$ cat src/design/tun_pkg.sv
// ----------------------------------------------------------------------------
// tun_pkg : shared types and constants of the triangle unit normal block
// default widths and the side data that travels along the cell rows
// ----------------------------------------------------------------------------
package tun_pkg;

    localparam int COORD_WIDTH_DEF      = 16;
    localparam int NORMAL_FRAC_BITS_DEF = 14;

    // the largest scaled component magnitude keeps its leading one at bit 30
    localparam int MAG_BITS  = 31;
    localparam int SUM_BITS  = 64;
    localparam int ROOT_BITS = 32;
    localparam int SQ_CELLS  = 32;
    localparam int OUT_BITS  = 16;

    // side data through the square root row
    typedef struct packed {
        logic [2:0]          neg;
        logic [MAG_BITS-1:0] m0;
        logic [MAG_BITS-1:0] m1;
        logic [MAG_BITS-1:0] m2;
        logic                degen;
        logic                last;
    } t_sq_side;

    // side data through the divider row
    typedef struct packed {
        logic [2:0] neg;
        logic       degen;
        logic       last;
    } t_dv_side;

endpackage

$ cat src/design/tun_div_cell.sv
// ----------------------------------------------------------------------------
// tun_div_cell : one quotient bit of the three-lane restoring divider row
// all three lanes share the same divisor, the square root length
// ----------------------------------------------------------------------------
module tun_div_cell #(
    parameter int DW    = 48,
    parameter int QW    = 16,
    parameter int BIT_J = 0
) (
    input  logic                              i_clk,
    input  logic                              i_rst_n,
    input  logic                              i_valid,
    input  logic [DW-1:0]                     i_rem [3],
    input  logic [QW-1:0]                     i_q   [3],
    input  logic [tun_pkg::ROOT_BITS-1:0]     i_den,
    input  tun_pkg::t_dv_side                 i_side,
    output logic                              o_valid,
    output logic [DW-1:0]                     o_rem [3],
    output logic [QW-1:0]                     o_q   [3],
    output logic [tun_pkg::ROOT_BITS-1:0]     o_den,
    output tun_pkg::t_dv_side                 o_side
);

    logic                          r_valid;
    logic [DW-1:0]                 r_rem [3];
    logic [DW-1:0]                 n_rem [3];
    logic [QW-1:0]                 r_q   [3];
    logic [QW-1:0]                 n_q   [3];
    logic [DW-1:0]                 dsh;
    logic [tun_pkg::ROOT_BITS-1:0] r_den;
    tun_pkg::t_dv_side             r_side;

    always_comb begin
        dsh = DW'(i_den) << BIT_J;
        for (int k = 0; k < 3; k++) begin
            n_q[k] = i_q[k];
            if (i_rem[k] >= dsh) begin
                n_rem[k]    = i_rem[k] - dsh;
                n_q[k][BIT_J] = 1'b1;
            end else begin
                n_rem[k] = i_rem[k];
            end
        end
    end

    always_ff @(posedge i_clk) begin
        if (!i_rst_n) begin
            r_valid <= 1'b0;
        end else begin
            r_valid <= i_valid;
        end
    end

    always_ff @(posedge i_clk) begin
        r_rem  <= n_rem;
        r_q    <= n_q;
        r_den  <= i_den;
        r_side <= i_side;
    end

    assign o_valid = r_valid;
    assign o_rem   = r_rem;
    assign o_q     = r_q;
    assign o_den   = r_den;
    assign o_side  = r_side;

endmodule

$ cat config.mk
export PLATFORM = sky130hd
export DESIGN_NAME = tun_div_cell
export DESIGN_NICKNAME = d
export VERILOG_FILES = /design/src/design/tun_pkg.sv /design/src/design/tun_div_cell.sv
export SDC_FILE = /design/constraint.sdc
export NUM_CORES = 1
export LEC_CHECK = 0
export ABC_CLOCK_PERIOD_IN_PS = 2800
export BUFFER_PORTS_ARGS = -buffer_cell sky130_fd_sc_hd__buf_2
export CORE_MARGIN = 2
export CORE_UTILIZATION = 40
export CTS_CLUSTER_SIZE = 12
export DETAILED_ROUTE_END_ITERATION = 12
export PLACE_DENSITY = 0.7
export SYNTH_ARGS = -nofsm -noshare
export SYNTH_HDL_FRONTEND = slang
export SYNTH_SLANG_ARGS = --single-unit
$ cat constraint.sdc
create_clock -name i_clk -period 2.8 [get_ports i_clk]
set_clock_uncertainty 0.1 [all_clocks]
set_input_delay 0.14 -clock i_clk [delete_from_list [all_inputs] [get_ports i_clk]]
set_output_delay 0.14 -clock i_clk [all_outputs]
set_load 0.03 [all_outputs]
==> impl_metrics.toml, run 1 <==
[outcome]
status = "finished with violations"
violations = "negative hold slack"

[final_layout]
nets = 2784
syn_to_final_growth_pct = 71.6
stdcell_count = 2864
drive_gt1_frac = 0.368
fin_area_mm2 = 0.0210

[route]
drc = 0
vias_per_cell = 5.16
drt-wirelength-per-cell_um = 18.3
dr.pass1.iters = 5
drt-initial-drc-count = 815
num_vias = 14800
wirelength_um = 52400
postRouteAntennaNets = 0

[setup_path]
crit_arrival_ns = 3.08
worst_ep_required_time_ns = 3.10
cp_max_fo = 6
crit_path_frequent_cell = "nor4_2"
crit_buf_inv = 3
criticalPathCategory = "in2reg"
cp-start-kind = "input pin"
slowest_stage = "or4b_1"
crit_chain = "dlygate4sd3_1, buf_2, or3_1, or4b_1, nor4_2, o211ai_1, a21oi_4, inv_4, nand4b_1, nor4_2, xor2_1"
cp-end-kind = "flip-flop"
path_delay_family = "simple AND/OR/NAND/NOR gates"
cpPeakStageDelay_ns = 0.56

[sta]
max_freq_mhz = 360
setup_viol = 0
min_period_over_period = 0.993
hold_viol = 2
tightest_slew_ns = 0.640
final-max-slew-violation-count = 0
holdWs_ns = -0.249
tns_ns = 0
slew_headroom = 0.568
period_needed_ns = 2.78
grt_setup_unrepaired = "yes"

[global_route]
grt_max_degree = 32
antenna_found_initial = 11
grt_pass1_wl_um = 77200
grt_usage = 0.311
grt-ovfl-total = 0
grt_pass1_vias = 14900

[floorplan]
start_util = 0.409
core_area_mm2 = 0.0299
row_count = 63
die_height_um = 179
ios = 462
dieArea_mm2 = 0.0319
die_w_um = 179

[logic_synthesis]
ys.flop_type = "dfxtp_1"
synthXorXnorAreaFrac = 0.0918
synth_area_leaders = "dfxtp_1 38%, ha_1 9.8%, a21oi_1 5.6%"
synthSimpleGateAreaFrac = 0.178
synth_area_leader_cell = "dfxtp_1"
ys_async_sr_fraction = 0
yosysTopAreaCellShare = 0.377
synth_mux_area_frac = 0.00717
synth_compound_area_frac = 0.208
avgSynthCellArea_um2 = 8.48
ys_warn_count = 0
synth_cell_types = 65
synth_area_mm2 = 0.0122
synth_top_family_by_area = "compound AO/OA/AOI/OAI gates"
syn-num-nets = 1771
synthCells = 1440
yosys.area_share.adder = 0.103
ys_seq_area_frac = 0.377
synth_seq_cells = 230
synth_edf_count = 0

[clock_tree]
clk_path_buf_depth = 3
tritoncts = "yes"
cts.sinks = 230
clk_pin_slew_ns = 0.06
cts_buffers = 26
htreeDepth = 1
cts-root-buf = "clkbuf_16"

[job]
maxCapViolCount = 0

[pwr]
power.density_mw_per_mm2 = 544
ir_drop_v = 0.000557
p_total_mw = 11.4
power.leakage_nw = 9.93

[placed_design]
io_buffers = 461
dp.cells = 2574
routabilityCongestion = 0.938
dpl.hpwl_um = 39300
dpl-instance-area_mm2 = 0.0173

[hold_path]
hold_path.class = "in2reg"
[metal layers]
| layer | routed length (µm) | track usage | vias to the layer above | share of wire |
|---|---|---|---|---|
| met2 | 25900 | 0.569 | 629 | 0.49 |
| met3 | 3490 | 0.0611 | 179 | 0.067 |
| met4 | 3560 | 0.187 | 6 | 0.068 |
| met1 | 19400 | 0.330 | 6792 | 0.37 |
| li1 | - | - | 7169 | - |
| met5 | 38 | 0 | - | 0.00072 |
[flip-flops by register name (all words and copies together) (netlist names)]
name and flops:
o_side 5, o_den 32, o_rem 144, o_q 48
o_valid 1
[cells in the mapped netlist, types with 15 or more instances]
master / n
inv_1: 65
nor4_1: 15
or3_1: 17
o21ai_0: 124
nand2b_1: 18
nand3_1: 29
dfxtp_1: 230
xnor2_1: 67
nand4_1: 24
clkbuf_1: 36
a21oi_1: 136
nor3_1: 26
xor2_1: 61
nand2_1: 151
o21a_1: 15
ha_1: 96
a21o_1: 27
o21bai_1: 18
nor2_1: 102
[final timing paths]
kind | from | end | slack, ns | cells after the start
worst min-delay path | i_rem[48] | o_rem[48] | -0.25 | 3
worst max-delay path | i_rem[131] | o_rem[139] | 0.02 | 11
[layout make-up]
cell class                      instances  area [µm²]
Inverter                               66         250
Multi-Input combinational cell       1099        7540
Clock buffer                           32         703
Tap cell                              390         488
Timing Repair Buffer                 1030        7210
Sequential cell                       230        4600
Clock inverter                          9         141
Fill cell                            2318        8920
Antenna cell                            8        20.0
[worst min-delay path, cell delays in order]
cell and delay [ns]:
buf_2 0.08, nor2_1 0.04, a21oi_1 0.10
[per-stage QoR]
step | utilization | hold slack, ns | setup WS (ns)
2_1_floorplan | - | 0.0677 | -0.0330
3_3_place_gp | 0.581 | 0.142 | -0.365
3_5_place_dp | 0.581 | 0.144 | -0.443
4_1_cts | 0.686 | -0.272 | 0.00285
5_1_grt | 0.701 | -0.228 | -0.182
6_report | 0.701 | -0.249 | 0.0209
[kinds of logic after synthesis]
group	after synthesis
flops	230
buf+inv	111
mux	8
xor+xnor	128
simple gates	447
compound gates	417
fa+ha+maj	99
[layout by cell type (no fill, tap or decap), types with 27 or more instances in the layout]
cell type      instances
nor2_1                97
a21o_1                27
nand2_1              151
ha_1                  88
dlygate4sd3_1        231
o21ai_0              114
xnor2_1               67
a21oi_1              130
inv_1                 65
buf_2                458
xor2_1                60
buf_4                335
dfxtp_1              230
[timing repair]
action,CTS,global route
setup endpoints to repair,0,89
gates resized for setup,0,75
setup buffers,0,10
hold buffers,230,3
endpoints found under the hold margin,230,5
[where the power goes]
part           leakage (nW)  switching, mW  internal (mW)
registers              1.94          0.128           3.70
clock network         0.411           1.38           2.04
logic                  7.58           2.43           1.71
No activity file was read; power rests on OpenSTA's default activity.
==> inputs of run 2 (changes only) <==
Settings changed: CTS_BUF_LIST from default to sky130_fd_sc_hd__clkbuf_16.
==> run 2 against run 1 <==
Compared with the run above:
- the run still ends with negative hold slack left
- combinational power hardly changed
- largest cell class unchanged
- highest routed layer unchanged
- via count is 0.53% lower
- critical path depth stayed put
- sequential cell count stayed put
- sequential share of layout area is 0.15 points higher
- worst setup slack better by 0.0084 ns
- critical path type unchanged
- global-route usage hardly changed
- clock-buffer cell count is 6 lower
- non-clock buffer count is 5 lower
- core utilization is 0.48 points lower
==> impl_metrics.toml, run 2 (synthesis gave the netlist of run 1 again) <==
[clock_tree]
cts-root-buf = "clkbuf_16"
cts_buffers = 26
clk_path_buf_depth = 3
cts.sinks = 230
htreeDepth = 1
clk_pin_slew_ns = 0.06
tritoncts = "yes"

[route]
num_vias = 14700
dr.pass1.iters = 5
vias_per_cell = 5.14
drt-initial-drc-count = 831
drc = 0
wirelength_um = 52100
drt-wirelength-per-cell_um = 18.2
postRouteAntennaNets = 0

[sta]
min_period_over_period = 0.990
fin_ws_ns = 0.0293
slew_headroom = 0.580
setup_viol = 0
period_needed_ns = 2.77
final-max-slew-violation-count = 0
holdWs_ns = -0.248
max_freq_mhz = 361
grt_setup_unrepaired = "yes"
hold_viol = 2
tns_ns = 0
tightest_slew_ns = 0.622

[global_route]
grt_usage = 0.311
antenna_found_initial = 11
grt_pass1_vias = 14900
grt_pass1_wl_um = 77200
grt_max_degree = 32
grt-ovfl-total = 0

[outcome]
violations = "negative hold slack"
status = "finished with violations"

[final_layout]
syn_to_final_growth_pct = 70.5
nets = 2779
drive_gt1_frac = 0.363
mostFrequentLayoutCell = "buf_2"
largest_reg_flops = 144
final_cell_mix = "461 x buf_2, 327 x buf_4, 233 x dlygate4sd3_1, 230 x dfxtp_1, 151 x nand2_1"

[placed_design]
preCtsSetupSlack_ns = -0.443
routabilityCongestion = 0.938
io_buffers = 461
dpl.hpwl_um = 39300

[job]
maxCapViolCount = 0

[floorplan]
die_height_um = 179
row_count = 63
dieArea_mm2 = 0.0319
start_util = 0.409
die_w_um = 179
ios = 462
core_area_mm2 = 0.0299

[pwr]
power.density_mw_per_mm2 = 541
p_total_mw = 11.3
ir_drop_v = 0.000557
power.leakage_nw = 9.88

[setup_path]
crit_arrival_ns = 3.07
cp_max_fo = 6
criticalPathCategory = "in2reg"
cp-start-kind = "input pin"
cp-end-kind = "flip-flop"
worst_ep_required_time_ns = 3.10

[hold_path]
hold_path.class = "in2reg"
## run 2: layout make-up
type / instances / area (µm²)
Fill cell: 2346 / 9060
Multi-Input combinational cell: 1099 / 7470
Timing Repair Buffer: 1025 / 7160
Sequential cell: 230 / 4600
Clock buffer: 26 / 651
Tap cell: 390 / 488
Inverter: 66 / 250
Clock inverter: 15 / 164
Antenna cell: 9 / 22.5
## run 2: per-stage QoR
stage               hold slack (ns)  cell area, µm²  cells   util
finish                       -0.248           20800   2860  0.697
detailed placement            0.144           17300   2574  0.581
CTS                          -0.266           20500   2845  0.685
global placement              0.142           17300   2574  0.581
floorplan                    0.0677           12200   1440      -
global route                 -0.228           20800   2857  0.696
## run 2: timing repair
item	in CTS	in global routing
hold buffers	230	3
gates resized for setup	0	65
endpoints found under the setup margin	0	96
endpoints found under the hold margin	230	4
buffers inserted	0	3
## run 2: per-layer routing
metal,global-route usage,vias to the layer above,share of wire
met2,0.571,626,0.50
met1,0.330,6739,0.37
li1,-,7162,-
met3,0.0628,163,0.068
met5,0,-,0.00073
met4,0.179,6,0.064
## run 2: power by group
part / leakage [nW] / switching (mW) / internal [mW]
Sequential: 1.94 / 0.128 / 3.70
Combinational: 7.54 / 2.41 / 1.69
Clock: 0.407 / 1.38 / 1.95
Total: 9.88 / 3.92 / 7.34
## run 2: path summary, 6_finish.rpt
| path | start | endpoint | cells after the start |
|---|---|---|---|
| max | i_rem[131] | o_rem[139] | 11 |
| min | i_rem[48] | o_rem[48] | 3 |
## run 2: worst max-delay path: stages
cell and delay (ns):
dlygate4sd3_1 0.54, buf_2 0.13, or3_1 0.33, or4b_1 0.56, nor4_2 0.31, o211ai_1 0.18
a21oi_4 0.35, inv_4 0.11, nand4b_1 0.17, nor4_2 0.07, xor2_1 0.17
