==> src/design/tun_pkg.sv <==
// ----------------------------------------------------------------------------
// tun_pkg : shared types and constants of the triangle unit normal block
// default widths and the side data that travels along the cell rows
// ----------------------------------------------------------------------------
package tun_pkg;

    localparam int COORD_WIDTH_DEF      = 16;
    localparam int NORMAL_FRAC_BITS_DEF = 14;

    // the largest scaled component magnitude keeps its leading one at bit 30
    localparam int MAG_BITS  = 31;
    localparam int SUM_BITS  = 64;
    localparam int ROOT_BITS = 32;
    localparam int SQ_CELLS  = 32;
    localparam int OUT_BITS  = 16;

    // side data through the square root row
    typedef struct packed {
        logic [2:0]          neg;
        logic [MAG_BITS-1:0] m0;
        logic [MAG_BITS-1:0] m1;
        logic [MAG_BITS-1:0] m2;
        logic                degen;
        logic                last;
    } t_sq_side;

    // side data through the divider row
    typedef struct packed {
        logic [2:0] neg;
        logic       degen;
        logic       last;
    } t_dv_side;

endpackage

==> src/design/tun_sqrt_cell.sv <==
// ----------------------------------------------------------------------------
// tun_sqrt_cell : one root bit of the integer square root row
// compares the running remainder with root plus the cell's weight
// ----------------------------------------------------------------------------
module tun_sqrt_cell #(
    parameter int BIT_POS = 62
) (
    input  logic                                i_clk,
    input  logic                                i_rst_n,
    input  logic                                i_valid,
    input  logic [tun_pkg::SUM_BITS-1:0]        i_x,
    input  logic [tun_pkg::SUM_BITS-1:0]        i_r,
    input  tun_pkg::t_sq_side                   i_side,
    output logic                                o_valid,
    output logic [tun_pkg::SUM_BITS-1:0]        o_x,
    output logic [tun_pkg::SUM_BITS-1:0]        o_r,
    output tun_pkg::t_sq_side                   o_side
);

    localparam logic [tun_pkg::SUM_BITS-1:0] WEIGHT =
        tun_pkg::SUM_BITS'(1) << BIT_POS;

    logic                          r_valid;
    logic [tun_pkg::SUM_BITS-1:0]  r_x, r_r, n_x, n_r, trial;
    tun_pkg::t_sq_side             r_side;

    always_comb begin
        trial = i_r + WEIGHT;
        if (i_x >= trial) begin
            n_x = i_x - trial;
            n_r = (i_r >> 1) + WEIGHT;
        end else begin
            n_x = i_x;
            n_r = i_r >> 1;
        end
    end

    always_ff @(posedge i_clk) begin
        if (!i_rst_n) begin
            r_valid <= 1'b0;
        end else begin
            r_valid <= i_valid;
        end
    end

    always_ff @(posedge i_clk) begin
        r_x    <= n_x;
        r_r    <= n_r;
        r_side <= i_side;
    end

    assign o_valid = r_valid;
    assign o_x     = r_x;
    assign o_r     = r_r;
    assign o_side  = r_side;

endmodule

==> config.mk <==
export PLATFORM = sky130hd
export DESIGN_NAME = tun_sqrt_cell
export DESIGN_NICKNAME = d
export VERILOG_FILES = /design/src/design/tun_pkg.sv /design/src/design/tun_sqrt_cell.sv
export SDC_FILE = /design/constraint.sdc
export NUM_CORES = 1
export LEC_CHECK = 0
export BUFFER_PORTS_ARGS = -buffer_cell sky130_fd_sc_hd__buf_2
export CORE_AREA = 2 2 179 181
export DETAILED_ROUTE_END_ITERATION = 10
export DIE_AREA = 0 0 181 183
export GPL_TIMING_DRIVEN = 0
export REMOVE_ABC_BUFFERS = 1
export SLEW_MARGIN = 20
export SYNTH_ARGS = -nofsm -noshare
export SYNTH_HDL_FRONTEND = slang
export SYNTH_SLANG_ARGS = --single-unit
==> constraint.sdc <==
create_clock -name i_clk -period 3.49 [get_ports i_clk]
set_clock_uncertainty 0.05 [all_clocks]
set_input_delay 0.698 -clock i_clk [delete_from_list [all_inputs] [get_ports i_clk]]
set_output_delay 0.698 -clock i_clk [all_outputs]
set_load 0.02 [all_outputs]
==> impl_metrics.py, run 1 <==
metrics = {
    "grt": {
        "global_route.usage.total_pct": 17.9,
        "grt_first_pass_wirelength_microns": 47000,
        "grt_max_degree": 26,
        "globalRouteOverflowTotal": 0,
        "grt_antenna_before_repair": 7,
        "number_of_global_route_vias_before_repair": 8505,
    },
    "yosys": {
        "synth_area_sq_um": 9370,
        "post_synth_most_frequent_cells": "sky130_fd_sc_hd__dfxtp_1, sky130_fd_sc_hd__nand2_1, sky130_fd_sc_hd__o21ai_0, sky130_fd_sc_hd__a21oi_1, sky130_fd_sc_hd__inv_1",
        "synth_flop_cell": "sky130_fd_sc_hd__dfxtp_1",
        "synth_area_leaders": "sky130_fd_sc_hd__dfxtp_1, sky130_fd_sc_hd__ha_1, sky130_fd_sc_hd__o21ai_0",
        "async_flop_share_pct": 0,
        "post_synth_inst_count": 1030,
        "number_of_enable_type_register_cells_in_the_synthesized_netlist": 0,
        "synthesis.area_per_instance_sq_um": 9.10,
        "synth.top_cell.area_share_pct": 48.5,
        "synth_most_common_cell": "sky130_fd_sc_hd__dfxtp_1",
        "post_synth_num_cell_types": 57,
        "count_of_yosys_warnings_during_synthesis": 0,
        "synthDominantAreaCellType": "sky130_fd_sc_hd__dfxtp_1",
        "postSynthRegisterBits": 227,
        "synth_sequential_area_ratio_pct": 48.5,
    },
    "detailed_routing": {
        "remaining_drc_errors": 0,
        "vias_per_cell": 4.68,
        "detailroute.via_count": 8880,
        "wl_per_cell_microns": 16.7,
        "detail-route-antenna-nets": 0,
        "detailedRoute.firstIterationViolations": 603,
        "firstDrtPassIters": 5,
        "totalWireLength_microns": 31700,
    },
    "place": {
        "dp.cells": 1849,
        "detailed_place_hpwl_microns": 26300,
        "count_of_input_and_output_buffers": 455,
        "placement.setup.worst_slack_ns": -0.561,
        "routabilityCongestion": 0.897,
    },
    "floorplan": {
        "die_h_microns": 183,
        "initial_standard_cell_utilization_of_the_core_pct": 30.0,
        "design.core.area_sq_um": 31200,
        "floorplan.io_pins": 456,
        "die_area_sq_um": 33100,
        "die_w_microns": 181,
        "placementRows": 65,
    },
    "timing": {
        "report.final.hold_viol_count": 0,
        "final_max_slew_viol_count": 0,
        "period_minus_slack_ns": 3.40,
        "period_share_pct": 97.5,
        "setup-tns-final_ns": 0,
        "hold_slack_ns": 0.210,
        "worst-slew-pin-transition_ns": 0.542,
        "maxSlewHeadroom_pct": 63.5,
        "final-setup-viol-count": 0,
        "worst_case_setup_margin_in_the_final_layout_ns": 0.0871,
        "max_freq_ghz": 0.294,
        "grt_setup_unrepaired": "no",
    },
    "setup_path": {
        "worstPathBufferInverterCount": 2,
        "critical_path.top_delay_family": "compound AO/OA/AOI/OAI gates",
        "critical_path.cell_chain": "buf_2, inv_1, ha_1, and2_4, nand3_2, or4_1, a311o_1, nand2_1, a21oi_1, o41ai_2, xnor2_1, o21ai_1",
        "cpMaxStageDelayCell": "sky130_fd_sc_hd__or4_1",
        "cp.depth": 12,
        "cp-endpoint": "o_x[63]",
        "crit_type": "input pin to flop",
        "worstSetupStartpoint": "i_r[32]",
        "crit_arrival_ns": 3.78,
        "critical_path_peak_fanout": 6,
        "data_required_time_of_the_critical_path_ns": 3.87,
        "cp-end-kind": "flop",
        "element_type_at_the_critical_path_start": "input pin",
        "cp_slowest_stage_delay_ns": 0.57,
    },
    "layout": {
        "flow.area_growth_from_synthesis_pct": 38.4,
        "layout-drive-gt1-share_pct": 35.1,
        "final_net_count": 1771,
        "finish.cell_count_without_fillers": 1898,
    },
    "clock_tree": {
        "post_cts_hold_buffer_count": 0,
        "cts.sink_count": 227,
        "ctsRootBufferMaster": "sky130_fd_sc_hd__clkbuf_16",
        "clk_pin_slew_worst_setup_hold_paths_ns": 0.06,
        "htree_levels": 1,
        "tritoncts": "yes",
        "clk_path_buf_depth": 3,
        "numCtsBuffers": 25,
    },
    "run_status": {
        "outcome": "complete, no violations",
    },
    "pwr": {
        "fin_total_pwr_mw": 7.50,
        "leakagePower_nw": 6.45,
        "worst_ir_drop_vdd_mv": 0.348,
        "total_power_divided_by_cell_area_nw_per_um2": 578,
    },
    "min_path": {
        "hold_path_class": "input pin to flop",
    },
    "job": {
        "maxcap_violations": 0,
    },
}
cell usage in the layout, fill, tap and decap left out, types with 13 or more instances in the layout:
master and n:
sky130_fd_sc_hd__nor3_1 13, sky130_fd_sc_hd__o21ai_0 105, sky130_fd_sc_hd__a21oi_1 85, sky130_fd_sc_hd__nand4_1 26
sky130_fd_sc_hd__buf_2 455, sky130_fd_sc_hd__inv_1 81, sky130_fd_sc_hd__a21o_1 29, sky130_fd_sc_hd__nor2_1 36
sky130_fd_sc_hd__xnor2_1 39, sky130_fd_sc_hd__xor2_1 25, sky130_fd_sc_hd__clkbuf_16 25, sky130_fd_sc_hd__ha_1 64
sky130_fd_sc_hd__nand2_1 125, sky130_fd_sc_hd__dfxtp_1 227, sky130_fd_sc_hd__nand3_1 14
power breakdown:
group          total (mW)  switching, mW  internal [mW]
registers            2.91         0.0603           2.85
logic                1.80           1.14          0.661
clock network        2.80           1.09           1.71
total                7.50           2.29           5.22
layout make-up:
class,count,area [sq um]
Fill cell,3168,18300
Sequential cell,227,4540
Multi-Input combinational cell,678,4350
Timing Repair Buffer,464,2380
Clock buffer,32,692
Tap cell,402,503
Inverter,81,304
Clock inverter,13,194
Antenna cell,1,2.50
timing repair:
| item | 4_1_cts | 5_1_grt |
|---|---|---|
| hold endpoints to repair | 0 | 0 |
| endpoints found under the setup margin | 2 | 7 |
| cloned | 0 | 0 |
| pin swaps | 1 | 1 |
| buffers inserted | 1 | 2 |
| gates resized for setup | 1 | 3 |
how the worst min path moves through the flow:
| stage | startpoint | endpoint | slack (ns) | cells after the start |
|---|---|---|---|---|
| detailed placement | i_side[2] | o_side[2] | 0.75 | 1 |
| floorplan | i_r[1] | o_r[0] | 0.68 | 0 |
| global placement | i_side[16] | o_side[16] | 0.75 | 1 |
| CTS | i_side[2] | o_side[2] | 0.19 | 1 |
| finish | i_side[16] | o_side[16] | 0.21 | 1 |
| global route | i_side[77] | o_side[77] | 0.18 | 1 |
through the flow:
step / instance area, sq um / utilization (%)
2_1_floorplan: 9170 / -
5_1_grt: 13000 / 41.5
6_report: 13000 / 41.5
3_3_place_gp: 12000 / 38.3
3_5_place_dp: 12000 / 38.5
4_1_cts: 12900 / 41.4
state kept, by name, indices dropped and copies added (netlist names):
signal   count
o_r         64
o_side      98
o_valid      1
o_x         64
kinds of logic (layout without fill, tap and decap cells):
family                     Yosys count  count (layout)  synth area share [%]
other                                0               1                     0
DFF                                227             227                  48.5
xor gates and xnor gates            64              64                  5.98
buffers and inverters              125             590                  5.37
AOI/OAI and AO/OA                  298             298                  19.1
and+or+nand+nor                    250             250                  12.2
adders and majority gates           65              65                  8.76
muxes                                1               1                 0.107
per-layer routing:
| layer | vias to the layer above | routed length (microns) | global-route usage (%) |
|---|---|---|---|
| li1 | 4437 | - | - |
| met1 | 4030 | 12900 | 21.5 |
| met2 | 348 | 15400 | 31.5 |
| met3 | 57 | 2440 | 4.33 |
| met4 | 8 | 974 | 6.11 |
| met5 | - | 58 | 0 |
(Power assumes the default switching activity.)
==> inputs of run 2 (changes only) <==
--- a/config.mk
+++ b/config.mk
@@ -10,7 +10,6 @@
 export DETAILED_ROUTE_END_ITERATION = 10
 export DIE_AREA = 0 0 181 183
 export GPL_TIMING_DRIVEN = 0
-export REMOVE_ABC_BUFFERS = 1
 export SLEW_MARGIN = 20
 export SYNTH_ARGS = -nofsm -noshare
 export SYNTH_HDL_FRONTEND = slang
==> impl_metrics.py, run 2 (synthesis gave the netlist of run 1 again) <==
metrics = {
    "timing": {
        "grt_setup_unrepaired": "no",
        "final_max_slew_viol_count": 0,
        "period_share_pct": 96.1,
        "hold_slack_ns": 0.210,
        "max_freq_ghz": 0.298,
        "worst-slew-pin-transition_ns": 0.582,
        "maxSlewHeadroom_pct": 60.8,
        "report.final.hold_viol_count": 0,
        "worst_case_setup_margin_in_the_final_layout_ns": 0.138,
        "period_minus_slack_ns": 3.35,
        "final-setup-viol-count": 0,
    },
    "job": {
        "maxcap_violations": 0,
    },
    "detailed_routing": {
        "totalWireLength_microns": 34500,
        "vias_per_cell": 4.72,
        "detailroute.via_count": 9162,
        "wl_per_cell_microns": 17.8,
        "wl_met2_microns": 16700,
        "detailroute.wirelength.met3_microns": 2630,
        "detail-route-antenna-nets": 0,
        "firstDrtPassIters": 5,
        "routed.top_layer": "met5",
        "detailedRoute.firstIterationViolations": 485,
        "remaining_drc_errors": 0,
        "wl_met1_microns": 14100,
    },
    "floorplan": {
        "die_area_sq_um": 33100,
        "design.core.area_sq_um": 31200,
        "die_h_microns": 183,
        "floorplan.io_pins": 456,
        "placementRows": 65,
        "initial_standard_cell_utilization_of_the_core_pct": 30.0,
        "die_w_microns": 181,
    },
    "clock_tree": {
        "clk_pin_slew_worst_setup_hold_paths_ns": 0.06,
        "cts.sink_count": 227,
        "clk_path_buf_depth": 3,
        "ctsRootBufferMaster": "sky130_fd_sc_hd__clkbuf_16",
        "numCtsBuffers": 25,
        "post_cts_hold_buffer_count": 0,
        "htree_levels": 1,
        "tritoncts": "yes",
    },
    "setup_path": {
        "critical_path_peak_fanout": 5,
        "element_type_at_the_critical_path_start": "input pin",
        "cp-endpoint": "o_x[57]",
        "data_required_time_of_the_critical_path_ns": 3.84,
        "cp-end-kind": "flop",
        "crit_type": "input pin to flop",
        "crit_arrival_ns": 3.70,
        "worstSetupStartpoint": "i_r[1]",
    },
    "pwr": {
        "sw_frac_of_total_pct": 32.3,
        "seq_power_share_pct": 39.3,
        "switching_power_mw": 2.39,
        "p_clk_share_pct": 35.8,
        "fraction_of_power_consumed_by_combinational_cells_pct": 24.9,
        "leakagePower_nw": 6.52,
        "total_power_divided_by_cell_area_nw_per_um2": 566,
        "worst_ir_drop_vdd_mv": 0.354,
        "internal-power_mw": 5.02,
    },
    "place": {
        "detailed_place_hpwl_microns": 28400,
        "routabilityCongestion": 0.884,
        "dp.cells": 1887,
        "placement.setup.worst_slack_ns": -1.06,
        "count_of_input_and_output_buffers": 455,
    },
    "layout": {
        "layout_commonest_cell": "sky130_fd_sc_hd__buf_2",
        "layout-drive-gt1-share_pct": 35.9,
        "final_core_util_pct": 41.9,
        "top_library_cells_by_usage_in_the_layout_fill_and_taps_aside": "sky130_fd_sc_hd__buf_2, sky130_fd_sc_hd__dfxtp_1, sky130_fd_sc_hd__nand2_1",
        "finish.cell_count_without_fillers": 1941,
        "flow.area_growth_from_synthesis_pct": 39.7,
        "final_net_count": 1808,
        "number_of_flip_flops_in_the_largest_register": 98,
    },
    "grt": {
        "number_of_global_route_vias_before_repair": 9132,
        "grt_antenna_before_repair": 11,
        "globalRouteOverflowTotal": 0,
        "grt_max_degree": 16,
        "grt_first_pass_wirelength_microns": 51700,
        "global_route.usage.total_pct": 19.8,
    },
    "min_path": {
        "hold_path_class": "input pin to flop",
    },
    "run_status": {
        "outcome": "complete, no violations",
    },
    "yosys": {
        "synth_fp_nets": 1324,
    },
}
==> run 2: what timing repair did <==
action	in CTS	in global routing
pin swaps	0	1
gates resized for setup	6	13
endpoints found under the setup margin	66	33
setup buffers	1	2
==> run 2: cell type report <==
cell class	instances	area [sq um]
Multi-Input combinational cell	678	4390
Buffer	43	206
Clock buffer	31	698
Inverter	81	304
Timing Repair Buffer	458	2300
Antenna cell	6	15.0
Sequential cell	227	4540
Tap cell	402	503
Clock inverter	15	133
Fill cell	3204	18100
==> run 2: worst min-delay path by stage <==
stage                           from  depth (start not counted)         end
after floorplan               i_r[1]                          0      o_r[0]
after global placement    i_side[14]                          1  o_side[14]
after detailed placement  i_side[23]                          1  o_side[23]
after CTS                 i_side[58]                          1  o_side[58]
after global routing      i_side[22]                          1  o_side[22]
final                     i_side[58]                          1  o_side[58]
==> run 2: per-stage QoR <==
| step | power (mW) | TNS (ns) | cell area (sq um) |
|---|---|---|---|
| 3_3_place_gp | 4.78 | -59.65 | 12100 |
| 6_report | 7.41 | 0 | 13100 |
| 2_1_floorplan | 4.08 | 0 | 9370 |
| 3_5_place_dp | 4.79 | -54.26 | 12100 |
| 4_1_cts | 7.48 | 0 | 13000 |
| 5_1_grt | 7.78 | 0 | 13100 |
==> run 2: metal layers <==
metal  track usage (%)  vias to the layer above
met5                 0                        -
met4              6.37                       10
met3              4.69                       61
met2              35.2                      362
met1              23.6                     4212
li1                  -                     4517
==> run 2: power by group through the flow <==
| stage | clock network, mW | logic (mW) | registers [mW] |
|---|---|---|---|
| 2_1_floorplan | 0 | 0.782 | 3.30 |
| 3_3_place_gp | 0 | 1.82 | 2.96 |
| 3_5_place_dp | 0 | 1.82 | 2.97 |
| 4_1_cts | 2.73 | 1.84 | 2.91 |
| 5_1_grt | 2.83 | 2.02 | 2.93 |
| 6_report | 2.65 | 1.84 | 2.91 |
==> run 2: worst max-delay path: stages <==
cell and delay, ns:
sky130_fd_sc_hd__buf_2 0.13, sky130_fd_sc_hd__inv_1 0.06, sky130_fd_sc_hd__ha_1 0.29, sky130_fd_sc_hd__nor2b_1 0.18, sky130_fd_sc_hd__o2111ai_1 0.21, sky130_fd_sc_hd__a31oi_1 0.34
sky130_fd_sc_hd__o2111ai_2 0.21, sky130_fd_sc_hd__o211ai_1 0.26, sky130_fd_sc_hd__buf_4 0.17, sky130_fd_sc_hd__o31a_1 0.29, sky130_fd_sc_hd__a31oi_4 0.17, sky130_fd_sc_hd__o21ai_0 0.42
sky130_fd_sc_hd__xnor2_1 0.17, sky130_fd_sc_hd__o21ai_0 0.09
